==> src/sv/rti_pkg.sv <==
// ----------------------------------------------------------------------------
// rti_pkg
// Shared types, widths and register codes of the ray/triangle intersector.
// ----------------------------------------------------------------------------
package rti_pkg;

	localparam int CW      = 32;   // coordinate width
	localparam int EW      = 33;   // edge and offset width
	localparam int HW      = 67;   // cross product width
	localparam int PW      = 100;  // product of an edge and a cross product
	localparam int SW      = 102;  // dot product width
	localparam int DW      = 31;   // distance and threshold width
	localparam int AW      = 3;    // register index width
	localparam int LO_BITS = 34;   // low slice of a split multiplication
	localparam int COORD_FRAC_BITS_DEF = 16;

	typedef logic signed [CW-1:0] coord_t;
	typedef logic signed [EW-1:0] edge_t;

	typedef enum logic [AW-1:0] {
		REG_ORIGIN_X = 3'd0,
		REG_ORIGIN_Y = 3'd1,
		REG_ORIGIN_Z = 3'd2,
		REG_DIR_X    = 3'd3,
		REG_DIR_Y    = 3'd4,
		REG_DIR_Z    = 3'd5,
		REG_DET_EPS  = 3'd6,
		REG_MIN_DIST = 3'd7
	} reg_idx_t;

	typedef struct packed {
		coord_t vertex0_x;
		coord_t vertex0_y;
		coord_t vertex0_z;
		coord_t vertex1_x;
		coord_t vertex1_y;
		coord_t vertex1_z;
		coord_t vertex2_x;
		coord_t vertex2_y;
		coord_t vertex2_z;
	} tri_in_t;

	typedef struct packed {
		logic          hit;
		logic [DW-1:0] hit_distance;
	} tri_out_t;

	typedef struct packed {
		logic [2:0][CW-1:0] origin;
		logic [2:0][CW-1:0] dir;
		logic [DW-1:0]      det_epsilon;
		logic [DW-1:0]      min_distance;
	} ray_cfg_t;

	// One queue entry: the two triangle edges and the origin offset from vertex 0.
	typedef struct packed {
		logic [2:0][EW-1:0] e1;
		logic [2:0][EW-1:0] e2;
		logic [2:0][EW-1:0] s;
	} edges_t;

	// Status handed from the classification stage to the divider.
	typedef struct packed {
		logic          miss;
		logic [SW-1:0] det;
		logic [SW-1:0] nt;
	} cls_t;

	function automatic edge_t sub_ext(input coord_t a, input coord_t b);
		sub_ext = EW'(a) - EW'(b);
	endfunction

endpackage

==> src/sv/rti_fifo.sv <==
// ----------------------------------------------------------------------------
// rti_fifo
// Short queue between the front end and the arithmetic back end.
// ----------------------------------------------------------------------------
module rti_fifo (
	input  logic            clk,
	input  logic            arst_n,
	input  logic            push,
	input  rti_pkg::edges_t push_data,
	input  logic            pop,
	output logic            empty,
	output logic            full,
	output rti_pkg::edges_t pop_data
);

	localparam int DEPTH = 4;

	rti_pkg::edges_t       mem [DEPTH];
	logic [1:0]            wr_ptr_q;
	logic [1:0]            rd_ptr_q;
	logic [2:0]            count_q;
	logic                  do_push;
	logic                  do_pop;

	assign empty    = (count_q == 3'd0);
	assign full     = (count_q == 3'(DEPTH));
	assign do_push  = push && !full;
	assign do_pop   = pop && !empty;
	assign pop_data = mem[rd_ptr_q];

	always_ff @(posedge clk) begin
		if (do_push) begin
			mem[wr_ptr_q] <= push_data;
		end
	end

	always_ff @(posedge clk or negedge arst_n) begin
		if (!arst_n) begin
			wr_ptr_q <= '0;
			rd_ptr_q <= '0;
			count_q  <= '0;
		end else begin
			if (do_push) begin
				wr_ptr_q <= wr_ptr_q + 2'd1;
			end
			if (do_pop) begin
				rd_ptr_q <= rd_ptr_q + 2'd1;
			end
			count_q <= count_q + 3'(do_push) - 3'(do_pop);
		end
	end

endmodule

==> config.mk <==
export PLATFORM = sky130hd
export DESIGN_NAME = rti_fifo
export DESIGN_NICKNAME = d
export VERILOG_FILES = /design/src/sv/rti_pkg.sv /design/src/sv/rti_fifo.sv
export SDC_FILE = /design/constraint.sdc
export NUM_CORES = 1
export LEC_CHECK = 0
export BUFFER_PORTS_ARGS = -buffer_cell sky130_fd_sc_hd__buf_2
export CORE_UTILIZATION = 38
export CTS_CLUSTER_SIZE = 25
export DETAILED_ROUTE_END_ITERATION = 16
export PLACE_DENSITY = 0.68
export SLEW_MARGIN = 0
export SYNTH_ARGS = -nofsm -noshare
export SYNTH_HDL_FRONTEND = slang
export SYNTH_SLANG_ARGS = --single-unit
==> constraint.sdc <==
create_clock -name clk -period 24.1 [get_ports clk]
set_input_delay 4.82 -clock clk [delete_from_list [all_inputs] [get_ports clk]]
set_output_delay 4.82 -clock clk [all_outputs]
set_load 0.03 [all_outputs]
==> results.ini, run 1 <==
[outcome]
status=finished, final reports clean

[layout]
fill_cells=9301
synthToLayoutAreaGrowth_pct=19.4
layout_common_cells=edfxtp_1 (1188), buf_2 (599), mux4_2 (297)
layout.cell_area.non_filler_um2=51600
drive_above_1_share_pct=45.7
layout_commonest_cell=edfxtp_1
nets=2570

[floorplanning]
num_rows=123
die_w_um=339
pin_count=600
dieArea_um2=115000
core_um2=113000
start_util_pct=38.4
fp.dieH_um=339

[yosys]
synth_top_area_share_pct=82.5
synth_nets=1900
yosys_warnings=0
synthDistinctLibCells=21
syn_inst=1592
yosys-top-cells-area=edfxtp_1 (83%), mux4_2 (15%), buf_2 (0.46%)
yosysSeqAreaShare_pct=82.9
syn_area_per_cell_um2=27.2
yosysTopAreaCell=edfxtp_1
synth.cell_area_um2=43200
ys_seq_elements=1195

[min_path]
hold_class=flip-flop to flip-flop
hold_depth=2
min_from=wr_ptr_q[1]$_DFFE_PN0P_
holdPathEnd=wr_ptr_q[1]$_DFFE_PN0P_

[placed_design]
post_dp_cell_area_um2=47900
pre_cts_ws_ps=15860
hpwl_mm=55.3
globalplace.congestion=0.792
numPortBuffers=599

[worst_setup_path]
r2r_setup_slack_ps=20180
crit_family=buffers and inverters
slowest_stage=buf_4
cp_cell_sequence=buf_12, buf_4, mux4_2, buf_2
r2r-start=count_q[2]$_DFF_PN0_
worstSetupPathType=flip-flop to output port
cp_num_buf_inv=3
worstReg2RegEnd=mem[3][41]$_DFFE_PP_
worst_ep_arrival_time_ps=4080
cp-start-kind=flip-flop
max_stage_delay_ps=780
r2r.worst_path.cells=4
crit_required_ps=19280
cp-end-kind=output port
crit_path_max_fanout=109
critPathLaunch=rd_ptr_q[0]$_DFFE_PN0P_

[power_and_ir_drop]
p_leak_nw=17.2
ir_drop_uv=107
powerDensity_nw_per_um2=134

[clock_tree]
clockBufferDepth=3
cts_sinks=1195
clock_latency_ps=680
ctsResizeCount=0
cts_hold_buffers=0
path_clk_slew_ps=60
cts_max_level=3
root_buffer=clkbuf_16
tritoncts=yes
numCtsBuffers=115
cts_setup_buffers=0

[route]
dr.first_iter.drc_count=1314
wl_per_cell_um=22.7
drc=0
drtAntennaViolNets=0
wl_met1_mm=32.3
vias_per_cell=5.01
top_layer_used=met5
dr_total_vias=19400
met3_wirelength_mm=7.76
wl_mm=87.9
wl_met2_mm=45.7
dr.pass1.iters=5

[sta]
period_share_pct=36.9
fin_tns_setup_ps=0
finalSetupViolCount=0
period_minus_slack_ps=8900
layout_setup_ws_ps=15200
rsz0062_at_grt=no
max_freq_mhz=112
max_slew.worst_pin.slew_ps=1280
slew_headroom_pct=14.9
drv_slew=0
finalHoldViolations=0
fin_worst_skew_ps=28.1

[job]
drv_cap=0

[grt]
grt_antenna_before_repair=26
grt_pass1_wl_mm=132
grt_pass1_vias=20800
grt_max_degree=144
overflow=0
grt.total_usage_pct=15.1

-- state kept, by name, summed over array words and instances (netlist names) --
signal    count
wr_ptr_q      2
rd_ptr_q      2
mem        1188
count_q       3
-- cells by family (layout without fill, tap and decap cells) --
group	after synthesis	after routing	synth area share, %
adders and majority gates	7	7	0.220
buffers and inverters	72	836	1.00
and+or+nand+nor	13	13	0.229
muxes	297	297	15.5
other	0	19	0
DFF	1195	1195	82.9
AOI/OAI and AO/OA	4	4	0.0724
xor gates and xnor gates	4	4	0.0810
-- report_power, final --
group	switching (W)	internal [W]	total, W	leakage (nW)
combinational	0.00153	0.000804	0.00233	4.50
sequential	0.000112	0.00274	0.00285	11.0
clock	0.000740	0.000977	0.00172	1.76
total	0.00238	0.00452	0.00690	17.2
-- per-layer routing --
layer,global-route usage (%),up-vias
li1,-,8343
met1,18.0,10200
met2,25.9,652
met3,5.31,153
met4,4.52,28
met5,0,-
-- worst min-delay path, delay by kind of cell, from the launching register on --
kind	cells	cell delay, ps
flip-flops	1	430
AO/OA/AOI/OAI	1	70
AND/OR/NAND/NOR	1	80
-- metrics by stage --
stage,std cells,hold slack [ps],power [W],utilization [%]
global placement,3645,574,0.00522,42.6
detailed placement,3645,599,0.00527,42.6
global route,3864,675,0.00718,45.8
CTS,3856,613,0.00700,45.8
finish,3875,610,0.00690,45.8
floorplan,1592,543,0.00469,-
-- worst max path at each step --
stage / cells past startpoint / endpoint
finish: 4 / pop_data[146]
global route: 4 / pop_data[176]
CTS: 4 / pop_data[176]
detailed placement: 4 / pop_data[176]
global placement: 4 / pop_data[174]
floorplan: 1 / mem[0][0]$_DFFE_PP_
-- cell type report --
type	count	area (um^2)	share of cell area (%)
Antenna cell	19	47.5	0.0921
Clock buffer	138	2990	5.79
Clock inverter	73	628	1.22
Inverter	6	22.5	0.0436
Multi-Input combinational cell	325	6960	13.5
Sequential cell	1195	35900	69.5
Tap cell	1500	1880	3.64
Timing Repair Buffer	619	3220	6.25
-- cells in the mapped netlist --
cell type     n
buf_1         3
fa_1          1
ha_1          6
o211ai_1      2
buf_2        40
edfxtp_1   1188
clkbuf_1      6
inv_1         6
nand2_1       1
mux4_2      297
o31ai_1       1
dfrtp_1       7
and3b_1       4
nor3b_1       1
xnor2_1       4
nand2b_1      4
nand4bb_1     2
o311ai_0      1
nor3_1        1
buf_4         4
buf_6        13
Power figures use the tool's default switching activity.
==> run 2, diff against run 1 <==
ABC_AREA = 1   (was default)
PLACE_DENSITY = 0.67   (was 0.68)
clock period = 8.4 ns   (was 24.1 ns; I/O delays follow)
==> run 2 against run 1 <==
Net effect: worst setup slack worse by 13000 ps; die area increased by 8.6%; routed wire length is 17% higher; register-to-register slack lost 15000 ps; utilization down 0.71 points; highest routed layer unchanged.
==> results.ini, run 2 <==
[worst_setup_path]
crit_path_max_fanout=117  ; +7.3%
cp-start-kind=flip-flop
worstSetupPathType=flip-flop to output port
cp-end-kind=output port
crit_required_ps=6720  ; -12560 ps
worst_ep_arrival_time_ps=4070  ; about the same

[sta]
max_freq_mhz=174
period_share_pct=68.5
finalHoldWorstSlack_ps=535  ; -75.3 ps
layout_setup_ws_ps=2650  ; -12550 ps
fin_worst_skew_ps=43.7  ; +15.6 ps
drv_slew=0  ; unchanged
finalSetupViolCount=0  ; unchanged
max_slew.worst_pin.slew_ps=1320  ; +39.4 ps
period_minus_slack_ps=5750
finalHoldViolations=0  ; unchanged
rsz0062_at_grt=no
slew_headroom_pct=12.3  ; -2.6 points

[job]
drv_cap=0  ; unchanged

[floorplanning]
dieArea_um2=125000  ; +8.6%
pin_count=600  ; unchanged
num_rows=128  ; +4.1%
core_um2=122000  ; +8.5%
start_util_pct=38.5  ; +0.074 points
fp.dieH_um=354  ; +4.2%
die_w_um=354  ; +4.2%

[placed_design]
post_dp_cell_area_um2=51200  ; +6.7%
globalplace.congestion=0.769  ; -2.9%
numPortBuffers=599  ; unchanged
pre_cts_ws_ps=3350  ; -12500 ps
dp.cells=5878  ; +61%
hpwl_mm=58.7  ; +6.2%

[yosys]
synth_top_flop_cell=edfxtp_1
synth_top_area_share_pct=75.9  ; -6.6 points
yosys-top-cells-area=edfxtp_1 (76%), nand2_1 (7.3%), nor2_1 (4.8%)
syn_inst=3819  ; +140%
yosysSeqAreaShare_pct=76.3  ; -6.6 points
synth_edf_count=1188  ; unchanged
ys_seq_elements=1195  ; unchanged
async_reset_ff_share_pct=0.586  ; unchanged
yosysTopAreaCell=edfxtp_1
synth.most_common_cell=edfxtp_1
synthDistinctLibCells=17  ; -19%
synth_nets=4127  ; +120%
yosys_warnings=0  ; unchanged
syn_area_per_cell_um2=12.3  ; -55%
synthTopCellsByCount=edfxtp_1 (1188), nand2_1 (910), nor2_1 (599), inv_1 (311), o21ai_1 (299)
synth.cell_area_um2=47000  ; +8.7%

[power_and_ir_drop]
ir_drop_uv=400  ; +270%
powerDensity_nw_per_um2=391  ; +190%
p_leak_nw=21.7  ; +26%
p_total_w=0.0216  ; +210%

[grt]
overflow=0  ; unchanged
grt_max_degree=184  ; +28%
grt_antenna_before_repair=36  ; +38%
grt_pass1_wl_mm=156  ; +18%
grt_pass1_vias=27000  ; +30%
grt.total_usage_pct=16.0  ; +0.85 points

[layout]
nets=4682  ; +82%
top_register=mem
synthToLayoutAreaGrowth_pct=17.3
multi_input_area_um2=8790  ; +26%
stdcell_count=6112  ; +58%
top_regs=mem x1188, count_q x3
layout.cell_area.non_filler_um2=55100  ; +6.8%
seq_area_um2=35900  ; about the same
fill_cells=10800  ; +16%
layout_commonest_cell=edfxtp_1
largest_reg_flops=1188  ; unchanged
drive_above_1_share_pct=18.2  ; -28 points
layout_common_cells=edfxtp_1 (1188), nand2_1 (910), buf_2 (599)

[clock_tree]
root_buffer=clkbuf_16
clockBufferDepth=3  ; unchanged
cts_sinks=1195  ; unchanged
numCtsBuffers=119  ; +3.5%
clock_latency_ps=720  ; +40 ps
cts_hold_buffers=0  ; unchanged
ctsResizeCount=0  ; unchanged
tritoncts=yes
cts_setup_buffers=0  ; unchanged
cts_max_level=3  ; unchanged
path_clk_slew_ps=60  ; about the same

[route]
drtAntennaViolNets=0  ; unchanged
vias_per_cell=4.67  ; -6.7%
wl_per_cell_um=16.8  ; -26%
dr.pass1.iters=5  ; unchanged
dr_total_vias=28600  ; +47%
drc=0  ; unchanged
wl_mm=103  ; +17%
dr.first_iter.drc_count=2275  ; +73%

[min_path]
hold_class=flip-flop to flip-flop

[outcome]
status=finished, final reports clean

==> run 2: changes by cell type after synthesis, sizes merged, moves of 2 or more <==
cell	before	now
buf	60	99
nor2	0	599
nand3	0	4
nand2	1	910
clkbuf	6	97
inv	6	313
o211ai	2	0
nand2b	4	0
o21ai	0	594
xnor2	4	0
nand4bb	2	0
and3b	4	0
mux4	297	0
==> run 2: worst max-delay path, cell delays in order, from the launching register on <==
cell,delay (ps)
dfrtp_4,860
buf_4,780
buf_4,910
nor2_1,110
nor2_1,110
o21ai_1,90
nand2_1,140
buf_2,210
==> run 2: area by class of cell <==
type | instances | area share, %
antenna | 17 | 0.0772
clock buffer | 139 | 5.58
clock inverter | 78 | 1.48
inverter | 313 | 2.16
multi-input combinational | 2115 | 16.0
sequential | 1195 | 65.1
tap | 1625 | 3.69
timing repair buffer | 630 | 6.00
==> run 2: power by group <==
group	total (W)	switching, W	internal (W)
Combinational	0.00819	0.00623	0.00196
Sequential	0.00810	0.000261	0.00784
Clock	0.00527	0.00220	0.00307
==> run 2: logic make-up (layout without fill, tap and decap cells) <==
logic type,after synthesis,after routing,share of synthesized area [%]
buf+inv,509,1160,5.06
fa+ha+maj,7,7,0.202
flops,1195,1195,76.3
compound gates,594,594,6.33
other cells,0,17,0
simple gates,1514,1514,12.1
==> run 2: through the flow <==
| step | util [%] | setup TNS, ps |
|---|---|---|
| floorplan | - | -2007960 |
| global placement | 41.9 | 0 |
| detailed placement | 41.9 | 0 |
| CTS | 45.1 | 0 |
| global route | 45.1 | 0 |
| finish | 45.1 | 0 |
==> run 2: path summary, 6_finish.rpt <==
check	startpoint	to	cells after the start	slack (ps)
min in group asynchronous	arst_n	rd_ptr_q[1]$_DFFE_PN0P_	1	780
max in group asynchronous	arst_n	rd_ptr_q[0]$_DFFE_PN0P_	1	7430
min reg2reg	count_q[0]$_DFF_PN0_	count_q[0]$_DFF_PN0_	1	540
max	rd_ptr_q[0]$_DFFE_PN0P_	pop_data[23]	7	2650
min	count_q[0]$_DFF_PN0_	count_q[0]$_DFF_PN0_	1	540
max reg2reg	count_q[1]$_DFF_PN0_	mem[2][80]$_DFFE_PP_	6	5190
==> run 2: routing by layer <==
layer,track usage (%),part of all wire [%],vias to the layer above
met5,0,0.25,-
met4,4.90,2.6,40
met3,5.68,8.1,201
met2,26.8,49,701
met1,19.3,40,13600
li1,-,-,14000
