$ cat config.mk
export PLATFORM = sky130hd
export DESIGN_NAME = rti_front
export DESIGN_NICKNAME = d
export VERILOG_FILES = /design/src/sv/rti_pkg.sv /design/src/sv/rti_front.sv
export SDC_FILE = /design/constraint.sdc
export NUM_CORES = 1
export LEC_CHECK = 0
export ABC_CLOCK_PERIOD_IN_PS = 800
export BUFFER_PORTS_ARGS = -buffer_cell sky130_fd_sc_hd__buf_2
export CORE_AREA = 2 2 332 334
export CTS_BUF_LIST = sky130_fd_sc_hd__clkbuf_2
export CTS_CLUSTER_DIAMETER = 60
export DETAILED_ROUTE_END_ITERATION = 10
export DIE_AREA = 0 0 334 336
export GPL_TIMING_DRIVEN = 1
export PLACE_DENSITY = 0.42
export SYNTH_ARGS = -nofsm -noshare
export SYNTH_HDL_FRONTEND = slang
export SYNTH_SLANG_ARGS = --single-unit
$ cat constraint.sdc
create_clock -name clk -period 0.8 [get_ports clk]
set_clock_uncertainty 0.05 [all_clocks]
set_input_delay 0.16 -clock clk [delete_from_list [all_inputs] [get_ports clk]]
set_output_delay 0.16 -clock clk [all_outputs]
set_load 0.05 [all_outputs]
$ cat src/sv/rti_pkg.sv
// ----------------------------------------------------------------------------
// rti_pkg
// Shared types, widths and register codes of the ray/triangle intersector.
// ----------------------------------------------------------------------------
package rti_pkg;

	localparam int CW      = 32;   // coordinate width
	localparam int EW      = 33;   // edge and offset width
	localparam int HW      = 67;   // cross product width
	localparam int PW      = 100;  // product of an edge and a cross product
	localparam int SW      = 102;  // dot product width
	localparam int DW      = 31;   // distance and threshold width
	localparam int AW      = 3;    // register index width
	localparam int LO_BITS = 34;   // low slice of a split multiplication
	localparam int COORD_FRAC_BITS_DEF = 16;

	typedef logic signed [CW-1:0] coord_t;
	typedef logic signed [EW-1:0] edge_t;

	typedef enum logic [AW-1:0] {
		REG_ORIGIN_X = 3'd0,
		REG_ORIGIN_Y = 3'd1,
		REG_ORIGIN_Z = 3'd2,
		REG_DIR_X    = 3'd3,
		REG_DIR_Y    = 3'd4,
		REG_DIR_Z    = 3'd5,
		REG_DET_EPS  = 3'd6,
		REG_MIN_DIST = 3'd7
	} reg_idx_t;

	typedef struct packed {
		coord_t vertex0_x;
		coord_t vertex0_y;
		coord_t vertex0_z;
		coord_t vertex1_x;
		coord_t vertex1_y;
		coord_t vertex1_z;
		coord_t vertex2_x;
		coord_t vertex2_y;
		coord_t vertex2_z;
	} tri_in_t;

	typedef struct packed {
		logic          hit;
		logic [DW-1:0] hit_distance;
	} tri_out_t;

	typedef struct packed {
		logic [2:0][CW-1:0] origin;
		logic [2:0][CW-1:0] dir;
		logic [DW-1:0]      det_epsilon;
		logic [DW-1:0]      min_distance;
	} ray_cfg_t;

	// One queue entry: the two triangle edges and the origin offset from vertex 0.
	typedef struct packed {
		logic [2:0][EW-1:0] e1;
		logic [2:0][EW-1:0] e2;
		logic [2:0][EW-1:0] s;
	} edges_t;

	// Status handed from the classification stage to the divider.
	typedef struct packed {
		logic          miss;
		logic [SW-1:0] det;
		logic [SW-1:0] nt;
	} cls_t;

	function automatic edge_t sub_ext(input coord_t a, input coord_t b);
		sub_ext = EW'(a) - EW'(b);
	endfunction

endpackage

$ cat src/sv/rti_front.sv
// ----------------------------------------------------------------------------
// rti_front
// Accepts triangles and forms the edges e1 and e2 and the origin offset s.
// ----------------------------------------------------------------------------
module rti_front (
	input  logic              clk,
	input  logic              arst_n,
	input  logic              accept,
	input  rti_pkg::tri_in_t  in_item,
	input  rti_pkg::ray_cfg_t cfg,
	output logic              push,
	output rti_pkg::edges_t   push_data
);

	rti_pkg::coord_t v0 [3];
	rti_pkg::coord_t v1 [3];
	rti_pkg::coord_t v2 [3];
	rti_pkg::edges_t edges;
	logic            valid_s1;
	rti_pkg::edges_t edges_s1;

	always_comb begin
		v0[0] = in_item.vertex0_x;
		v0[1] = in_item.vertex0_y;
		v0[2] = in_item.vertex0_z;
		v1[0] = in_item.vertex1_x;
		v1[1] = in_item.vertex1_y;
		v1[2] = in_item.vertex1_z;
		v2[0] = in_item.vertex2_x;
		v2[1] = in_item.vertex2_y;
		v2[2] = in_item.vertex2_z;
		for (int i = 0; i < 3; i++) begin
			edges.e1[i] = rti_pkg::sub_ext(v1[i], v0[i]);
			edges.e2[i] = rti_pkg::sub_ext(v2[i], v0[i]);
			edges.s[i]  = rti_pkg::sub_ext($signed(cfg.origin[i]), v0[i]);
		end
	end

	always_ff @(posedge clk or negedge arst_n) begin
		if (!arst_n) begin
			valid_s1 <= 1'b0;
		end else begin
			valid_s1 <= accept;
		end
	end

	always_ff @(posedge clk) begin
		if (accept) begin
			edges_s1 <= edges;
		end
	end

	assign push      = valid_s1;
	assign push_data = edges_s1;

endmodule

==> results of run 1 <==
state kept, by name, summed over array words and instances, names as in the netlist:
name	cells
push_data	297
push	1
kinds of logic (layout without fill, tap and decap cells):
kind of cell	count (synthesis)	in the layout	share of synthesized area [%]
flops	298	298	37.8
xor+xnor	223	223	8.26
mux	2	2	0.0953
simple gates	580	580	11.7
buf+inv	235	2642	3.74
compound gates	805	805	22.3
other cells	0	15	0
fa+ha+maj	297	297	16.0
tightest hold or removal path: stages:
cell	delay, ns
buf_2	0.10
ha_4	0.13
o21ai_2	0.05
nand2_1	0.06
xor2_1	0.05
how the worst max path moves through the flow:
stage	from	end	slack, ns
floorplan	in_item[96]	push_data[296]	-1.96
global placement	in_item[96]	push_data[296]	-2.70
detailed placement	in_item[96]	push_data[296]	-2.71
CTS	push_data[106]	push_data[106]	-1.59
global route	push_data[160]	push_data[160]	-1.51
finish	in_item[226]	push_data[254]	-1.48
final cells by class:
type / instances / area [um^2] / area share [%]
inverters: 204 / 996 / 1.97
clock buffers: 131 / 656 / 1.29
clock inverters: 35 / 185 / 0.365
well taps: 1414 / 1770 / 3.49
repair buffers: 2272 / 20400 / 40.2
flip-flops and latches: 298 / 8940 / 17.6
multi-input cells: 1907 / 17700 / 34.9
diodes: 15 / 37.5 / 0.0741
per-layer routing:
layer	wire [um]	global-route usage (%)	vias up	part of all wire (%)
met3	10400	7.39	181	9.1
met5	279	0	-	0.24
li1	-	-	13800	-
met4	2470	5.22	44	2.2
met2	56800	34.9	719	50
met1	44300	21.5	13300	39
through the flow:
step | worst slack (ns) | area, um^2 | util, % | power [mW]
3_3_place_gp | -2.70 | 39100 | 36.1 | 58.9
3_5_place_dp | -2.71 | 39100 | 36.1 | 58.9
4_1_cts | -1.59 | 48500 | 44.7 | 79.3
2_1_floorplan | -1.96 | 25200 | - | 41.7
6_report | -1.48 | 50700 | 46.8 | 80.6
5_1_grt | -1.51 | 50700 | 46.7 | 85.4
where the power goes:
part           internal (mW)  switching [mW]  leakage, nW
clock network           4.84            8.00        0.638
registers               20.7            1.72         2.92
logic                   22.2            23.2         19.8
cells in the final DEF, fill, tap and decap left out, types with 97 or more instances in the layout:
master	n
buf_2	359
edfxtp_1	297
nand2_1	123
xnor2_1	143
ha_1	196
a21oi_1	113
buf_12	132
clkbuf_2	134
dlygate4sd3_1	510
a21oi_2	97
a21o_1	152
buf_6	311
inv_1	142
buf_4	935
nor2_1	135
timing repair:
action	in CTS	in global routing
pin swaps	210	281
hold endpoints to repair	596	366
setup buffers	73	102
setup endpoints to repair	502	631
gates resized for setup	655	438
hold buffers	543	233
==> results.md, run 1 <==
* Cells after Synth at 2440
* Post-Layout Cell Count at 6276
* Via Count at 28100
* Htree depth at 3
* Die width at 334 um
* # DRC at 0
* Vias in the first global route at 29100
* Wire per inst at 18.2 um
* EDFF count, synth at 297
* Worst Hold Slack at -0.577 ns
* Total congestion overflow at 0
* Mapped Area at 23600 um^2
* Final nets at 5620
* HPWL after DPL at 89500 um
* Worst hold path type: primary input to register
* Starting Density at 21.8%
* Antenna violations before repair at 40
* Commonest cells post-synth: edfxtp_1, ha_1, a21oi_1
* Max Cap Viol at 0
* Crit-path max cell delay at 0.59 ns
* Vias/cell at 4.47
* Hold Path Cell Cnt at 5
* Area Overhead vs Synth at 114%
* Asr flop ratio synth at 0.336%
* GRT Resource Usage Total at 19.5%
* First-pass GRT wire length at 167000 um
* Core area at 108000 um^2
* Pwr/cell area at 1590 nW/um^2
* Root Driver: clkbuf_2
* Critical path buffers and inverters at 6
* Crit path max fanout at 4
* CP Capture Type: register
* Top post-synthesis cells by area: edfxtp_1, ha_1, xnor2_1
* VDD IR max at 1.13 mV
* Slew margin rel. at 59.0%
* Setup-failing EPs final at 650
* CP Data Required Time at 1.69 ns
* Fill cells at 10300
* Final setup margin at -1.48 ns
* DIE AREA at 112000 um^2
* Min-Delay Startpoint: in_item[163]
* Final Hold Viols at 247
* Setup TNS at -630.91 ns
* Initial drt markers at 966
* Worst Tran Pin Value at 0.599 ns
* Die Span Y at 336 um
* Routed WL at 114000 um
* Post-synth top area share at 37.7%
* Count leader, synth: edfxtp_1
* CP top delay family: compound AO/OA/AOI/OAI gates
* Synth warn at 0
* DR pass1 iterations at 5
* Clock Tree Buf Depth at 3
* Largest net degree at the start of global routing at 26
* Fmax achieved at 439 MHz
* Avg Inst Size Synth at 9.69 um^2
* Crit path kind: primary input to register
* Worst path cell trace: buf_8 > clkinvlp_4 > buf_12 > ha_4 > dlygate4sd3_1 > o21a_1 > o31a_1 > o31a_1 > o211ai_2 > buf_4 > a211oi_4 > o21ai_2 > a21boi_2 > buf_6 > a41oi_2 > xnor2_1
* Clock sinks at 298
* Top_reg_cell synth: edfxtp_1
* Unrepaired setup endpoints after global routing: true
* Syn Nets at 3282
* Share of layout cells above drive strength 1 at 51.9%
* Gpl congestion at 0.875
* Total CTS buffers at 95
* Synth area leader: edfxtp_1
* Status: finished, violations left
* Clk slew on worst S/H paths at 0.09 ns
* Slew Limit Fails at 0
* Slowest CP cell: dlygate4sd3_1
* #FFs+latches synth at 298
* Data arrival, critical path at 3.17 ns
* Hold EP: push_data[202]
* CTS tree: built
* Violated checks: hold timing, setup timing
* DRT antenna net count at 0
* Crit path time final at 2.28 ns
* Worst path most repeated cell: o31a_1
* FP Rows at 121
* PortBufs at 684
* Pleak at 23.4 nW
* Levels on crit path at 16
* I/O Pins at 843
* Sequential share of the synthesized area at 37.8%
* Distinct cell type count after synthesis at 72
* Placed cells at 5438
* Final period utilization at 285%
* Worst setup SP type: primary input
No activity file was read; power rests on OpenSTA's default activity.
==> inputs of run 2 (changes only) <==
--- a/config.mk
+++ b/config.mk
@@ -5,7 +5,6 @@
 export SDC_FILE = /design/constraint.sdc
 export NUM_CORES = 1
 export LEC_CHECK = 0
-export ABC_CLOCK_PERIOD_IN_PS = 800
 export BUFFER_PORTS_ARGS = -buffer_cell sky130_fd_sc_hd__buf_2
 export CORE_AREA = 2 2 332 334
 export CTS_BUF_LIST = sky130_fd_sc_hd__clkbuf_2
==> constraint.sdc (replaced) <==
create_clock -name clk -period 0.8 [get_ports clk]
set_clock_uncertainty 0.05 [all_clocks]
set_input_delay 0.04 -clock clk [delete_from_list [all_inputs] [get_ports clk]]
set_output_delay 0.04 -clock clk [all_outputs]
set_load 0.05 [all_outputs]
==> results.md, run 2 (synthesis gave the netlist of run 1 again) <==
* Status: finished, violations left
* Violated checks: hold timing, setup timing
* Root Driver: clkbuf_2
* Slew margin rel. at 51.6% (-7.5 points)
* CP Capture Type: register
* # DRC at 0 (unchanged)
* Fill cells at 10500 (+1.8%)
* Multi-input combinational cell area at 17400 um^2 (-1.8%)
* Fmax achieved at 450 MHz (+2.5%)
* Via Count at 27900 (-0.41%)
* Setup-failing EPs final at 691 (+6.3%)
* Total Power at 79.1 mW (-1.9%)
* Clk slew on worst S/H paths at 0.11 ns (+0.02 ns)
* CP Data Required Time at 1.85 ns (+0.16 ns)
* Max reg flops at 297 (unchanged)
* VDD IR max at 1.03 mV (-9.1%)
* Slew Limit Fails at 0 (unchanged)
* Die width at 334 um (unchanged)
* Worst Tran Pin Value at 0.719 ns (+0.120 ns)
* Final instance area at 49900 um^2 (-1.5%)
* Worst hold path type: primary input to register
* Final nets at 5653 (+0.59%)
* DR pass1 iterations at 5 (unchanged)
* Initial drt markers at 884 (-8.5%)
* HPWL after DPL at 90500 um (+1.1%)
* Slowest CP cell: dlygate4sd3_1
* Crit path kind: primary input to register
* Gpl congestion at 0.872 (-0.40%)
* PortBufs at 684 (unchanged)
* Crit path max fanout at 2 (-2)
* First-pass GRT wire length at 168000 um (+0.53%)
* Wire per inst at 18.1 um (-0.67%)
* Antenna violations before repair at 40 (unchanged)
* FF+latch area at 8940 um^2 (unchanged)
* Final setup margin at -1.42 ns (+0.0549 ns)
* I/O Pins at 843 (unchanged)
* Placed Area at 38000 um^2 (-2.9%)
* Area Overhead vs Synth at 111%
* Die Span Y at 336 um (unchanged)
* Vias in the first global route at 29600 (+1.8%)
* Unrepaired setup endpoints after global routing: true
* Pleak at 23.1 nW (-1.1%)
* Data arrival, critical path at 3.27 ns (+0.10 ns)
* FP Rows at 121 (unchanged)
* Most frequent cells in the layout: buf_4, dlygate4sd3_1, buf_6
* Critical path buffers and inverters at 4 (-2)
* Crit path time final at 2.22 ns (-0.0549 ns)
* Core area at 108000 um^2 (unchanged)
* Total CTS buffers at 93 (-2.1%)
* Worst path cell trace: buf_8 > buf_8 > buf_12 > ha_4 > fa_2 > dlygate4sd3_1 > nand2b_4 > a21boi_4 > o21ai_2 > a21oi_2 > a221o_1 > a32o_2 > a221o_1 > or4_4 > nand3_2
* Routed WL at 114000 um (-0.22%)
* GRT Resource Usage Total at 19.7% (+0.20 points)
* Clock sinks at 298 (unchanged)
* CP top delay family: compound AO/OA/AOI/OAI gates
* Pwr/cell area at 1580 nW/um^2 (-0.46%)
* DRT antenna net count at 0 (unchanged)
* Final period utilization at 278% (-6.9 points)
* Clock Tree Buf Depth at 3 (unchanged)
* Final Hold Viols at 265 (+7.3%)
* Share of layout cells above drive strength 1 at 50.4% (-1.4 points)
* DIE AREA at 112000 um^2 (unchanged)
* Largest net degree at the start of global routing at 22 (-15%)
* Vias/cell at 4.43 (-0.85%)
* Worst setup SP type: primary input
* Htree depth at 3 (unchanged)
* Worst Hold Slack at -0.640 ns (-0.0627 ns)
* Commonest non-fill, non-tap cell in the layout: buf_4
* Starting Density at 21.8% (unchanged)
* Max Cap Viol at 0 (unchanged)
* Crit-path max cell delay at 0.57 ns (-0.02 ns)
* CTS tree: built
* Total congestion overflow at 0 (unchanged)
run 2: cell types whose count changed in the layout (fill, tap and decap cells not counted), moves of 6 or more:
cell and delta:
buf_6 +59, nor2_1 +17, a21oi_1 +19, nor2_2 -11
nor2_4 -6, a21oi_2 -12, buf_4 +26, dlygate4sd3_1 +40
dlymetal6s4s_1 -6, a21oi_4 -7, buf_12 -81
run 2: repair_timing:
action	CTS	global route
hold endpoints to repair	596	286
resized for setup	875	287
setup endpoints to repair	486	576
pin swaps	235	229
setup buffers	62	81
hold buffers	584	217
run 2: worst paths after layout:
check                      depth (start not counted)    startpoint  slack [ns]             end
min in group asynchronous                          5        arst_n        0.68            push
worst min-delay path                               4   in_item[73]       -0.64  push_data[108]
max in group asynchronous                          5        arst_n       -0.08            push
worst max-delay path                              15  in_item[192]       -1.42  push_data[195]
run 2: per-stage QoR:
step,instances,setup WS [ns],hold slack [ns],TNS [ns],utilization [%]
2_1_floorplan,2440,-1.84,-0.306,-285.73,-
3_3_place_gp,5457,-2.48,-0.235,-475.97,35.1
3_5_place_dp,5457,-2.49,-0.233,-476.19,35.1
4_1_cts,6258,-1.46,-0.982,-593.12,44.8
5_1_grt,6300,-1.39,-0.791,-583.83,46.1
6_report,6304,-1.42,-0.640,-548.63,46.1
run 2: tightest hold or removal path, cell delays in order:
cell and delay [ns]:
buf_2 0.14, ha_4 0.15, buf_4 0.11, xnor2_1 0.11
run 2: area by class of cell:
| cell class | instances | share of cell area, % |
|---|---|---|
| repair buffers | 2307 | 40.0 |
| multi-input cells | 1907 | 34.8 |
| flip-flops and latches | 298 | 17.9 |
| well taps | 1414 | 3.54 |
| inverters | 204 | 1.99 |
| clock buffers | 132 | 1.32 |
| clock inverters | 28 | 0.378 |
| diodes | 14 | 0.0702 |
run 2: power by group:
group | leakage (nW) | internal (mW) | switching, mW | total (mW)
logic | 19.6 | 20.9 | 22.9 | 43.8
registers | 2.92 | 20.6 | 1.52 | 22.2
clock network | 0.639 | 5.37 | 7.77 | 13.1
run 2: routing by layer:
layer / vias up / track usage, % / part of all wire, %
met5: - / 0 / 0.18
met1: 13100 / 22.7 / 41
met2: 658 / 34.4 / 49
met3: 199 / 5.89 / 7.2
met4: 34 / 6.88 / 2.9
li1: 13900 / - / -
==> inputs of run 3 (changes only) <==
--- a/config.mk
+++ b/config.mk
@@ -6,13 +6,14 @@
 export NUM_CORES = 1
 export LEC_CHECK = 0
 export BUFFER_PORTS_ARGS = -buffer_cell sky130_fd_sc_hd__buf_2
-export CORE_AREA = 2 2 332 334
+export CORE_AREA = 2 2 330 332
 export CTS_BUF_LIST = sky130_fd_sc_hd__clkbuf_2
 export CTS_CLUSTER_DIAMETER = 60
+export CTS_CLUSTER_SIZE = 25
 export DETAILED_ROUTE_END_ITERATION = 10
-export DIE_AREA = 0 0 334 336
+export DIE_AREA = 0 0 332 334
 export GPL_TIMING_DRIVEN = 1
-export PLACE_DENSITY = 0.42
+export PLACE_DENSITY = 0.43
 export SYNTH_ARGS = -nofsm -noshare
 export SYNTH_HDL_FRONTEND = slang
 export SYNTH_SLANG_ARGS = --single-unit
==> results.md, run 3 (synthesis gave the netlist of run 1 again) <==
* Status: finished, violations left
* Violated checks: hold timing, setup timing
* Switch share at 41.7% (+0.98 points)
* Fmax achieved at 421 MHz (-6.5%)
* Core area at 108000 um^2 (-0.56%)
* Switching power at 33.1 mW (+2.7%)
* Clk slew on worst S/H paths at 0.21 ns (+0.10 ns)
* Unrepaired setup endpoints after global routing: true
* Worst setup SP type: primary input
* DR pass1 iterations at 4 (-1)
* Final nets at 5697 (+0.78%)
* CTS tree: built
* Worst Tran Pin Value at 0.933 ns (+0.214 ns)
* Initial drt markers at 1085 (+23%)
* DIE AREA at 111000 um^2 (-1.2%)
* Htree depth at 2 (-1)
* Final instance area at 51400 um^2 (+3.0%)
* Crit path from: in_item[192]
* Max Cap Viol at 0 (unchanged)
* Clock Tree Buf Depth at 3 (unchanged)
* Most frequent cells in the layout: buf_4, dlygate4sd3_1, buf_6
* Setup-failing EPs final at 870 (+26%)
* Final period utilization at 297% (+19 points)
* Final setup margin at -1.58 ns (-0.155 ns)
* Crit path max fanout at 3 (+1)
* Crit path time final at 2.38 ns (+0.155 ns)
* Sequential Power Share at 28.0% (about the same)
* Share of layout cells above drive strength 1 at 51.9% (+1.5 points)
* HPWL after DPL at 92300 um (+2.1%)
* CP Data Required Time at 1.80 ns (-0.05 ns)
* Slew Limit Fails at 0 (unchanged)
* DRT antenna net count at 0 (unchanged)
* Area Overhead vs Synth at 118%
* Clock sinks at 298 (unchanged)
* Crit path kind: primary input to register
* Total congestion overflow at 0 (unchanged)
* Min-Delay Startpoint: in_item[57]
* Final Hold Viols at 263 (-0.75%)
* Combinational share of power at 57.3% (+1.9 points)
* PortBufs at 684 (unchanged)
* GRT Resource Usage Total at 20.4% (+0.72 points)
* Largest net degree at the start of global routing at 26 (+18%)
* Clock share of power at 14.7% (-1.9 points)
* Via Count at 28300 (+1.4%)
* Total Power at 79.3 mW (+0.31%)
* Vias/cell at 4.48 (+1.0%)
* Worst hold path type: primary input to register
* Worst Hold Slack at -0.692 ns (-0.0519 ns)
* Wire per inst at 18.7 um (+3.6%)
* Placement Setup Slack at -2.41 ns (+0.0806 ns)
* First-pass GRT wire length at 173000 um (+3.0%)
* Slew margin rel. at 37.6% (-14 points)
* Commonest non-fill, non-tap cell in the layout: buf_4
* Internal power at 46.3 mW (-1.3%)
* Gpl congestion at 0.894 (+2.5%)
* Vias in the first global route at 29400 (-0.80%)
* Placed Area at 38000 um^2 (about the same)
* Placed cells at 5455 (-0.037%)
* Post-Layout Cell Count at 6329 (+0.40%)
* CP Capture Type: register
* Max reg flops at 297 (unchanged)
* Root Driver: clkbuf_2
* Final Util at 47.7% (+1.7 points)
* Pwr/cell area at 1540 nW/um^2 (-2.6%)
* Die Span Y at 334 um (-0.60%)
* Pleak at 23.4 nW (+1.3%)
* FP Rows at 121 (unchanged)
* Total CTS buffers at 53 (-43%)
* Antenna violations before repair at 44 (+10%)
* Starting Density at 21.9% (+0.12 points)
* Data arrival, critical path at 3.38 ns (+0.11 ns)
* # DRC at 0 (unchanged)
* I/O Pins at 843 (unchanged)
* VDD IR max at 1.19 mV (+16%)
* Routed WL at 118000 um (+4.0%)
* Die width at 332 um (-0.60%)
## run 3: power by group through the flow
| stage | clock [mW] | sequential, mW | combinational, mW |
|---|---|---|---|
| floorplan | 0 | 30.3 | 11.4 |
| global placement | 0 | 22.0 | 34.6 |
| detailed placement | 0 | 22.0 | 34.6 |
| CTS | 12.4 | 22.2 | 42.9 |
| global route | 12.9 | 22.4 | 48.4 |
| finish | 11.7 | 22.2 | 45.5 |
## run 3: final timing paths
path                                  end  slack, ns  cells after the start
max in group asynchronous            push      -0.15                      5
min                        push_data[158]      -0.69                      4
max                        push_data[195]      -1.58                     15
min in group asynchronous            push       0.75                      5
## run 3: metrics by stage
stage | hold WS, ns | TNS [ns]
2_1_floorplan | -0.306 | -285.73
3_3_place_gp | -0.233 | -488.76
3_5_place_dp | -0.232 | -490.36
4_1_cts | -0.949 | -702.23
5_1_grt | -0.865 | -739.99
6_report | -0.692 | -755.25
## run 3: metal layers
layer	global-route usage, %	wire (um)
met2	35.5	56900
met5	0	287
met3	6.84	9700
met4	3.94	2550
met1	24.4	49000
## run 3: layout make-up
cell class                 count  area [um^2]
antenna                       17         42.5
tap                         1414         1770
fill                       10200        56400
inverter                     204         1030
multi-input combinational   1907        18200
clock buffer                  57          285
clock inverter                41          388
sequential                   298         8940
timing repair buffer        2391        20800
## run 3: repair_timing
item                       CTS  global route
pin swaps                  213           312
setup endpoints to repair  477           867
gates resized for setup    879           461
setup buffers               75           117
hold buffers               634           288
hold endpoints to repair   596           283
gates cloned                 0             0
## run 3: worst max-delay path: stages
cell           delay [ns]
buf_8                0.08
buf_6                0.11
buf_12               0.10
ha_4                 0.15
fa_2                 0.19
dlygate4sd3_1        0.59
nand2b_4             0.15
a21boi_4             0.06
o21ai_2              0.16
a21oi_2              0.10
a221o_1              0.41
a32o_2               0.33
a221o_1              0.42
or4_1                0.41
nand3_1              0.09
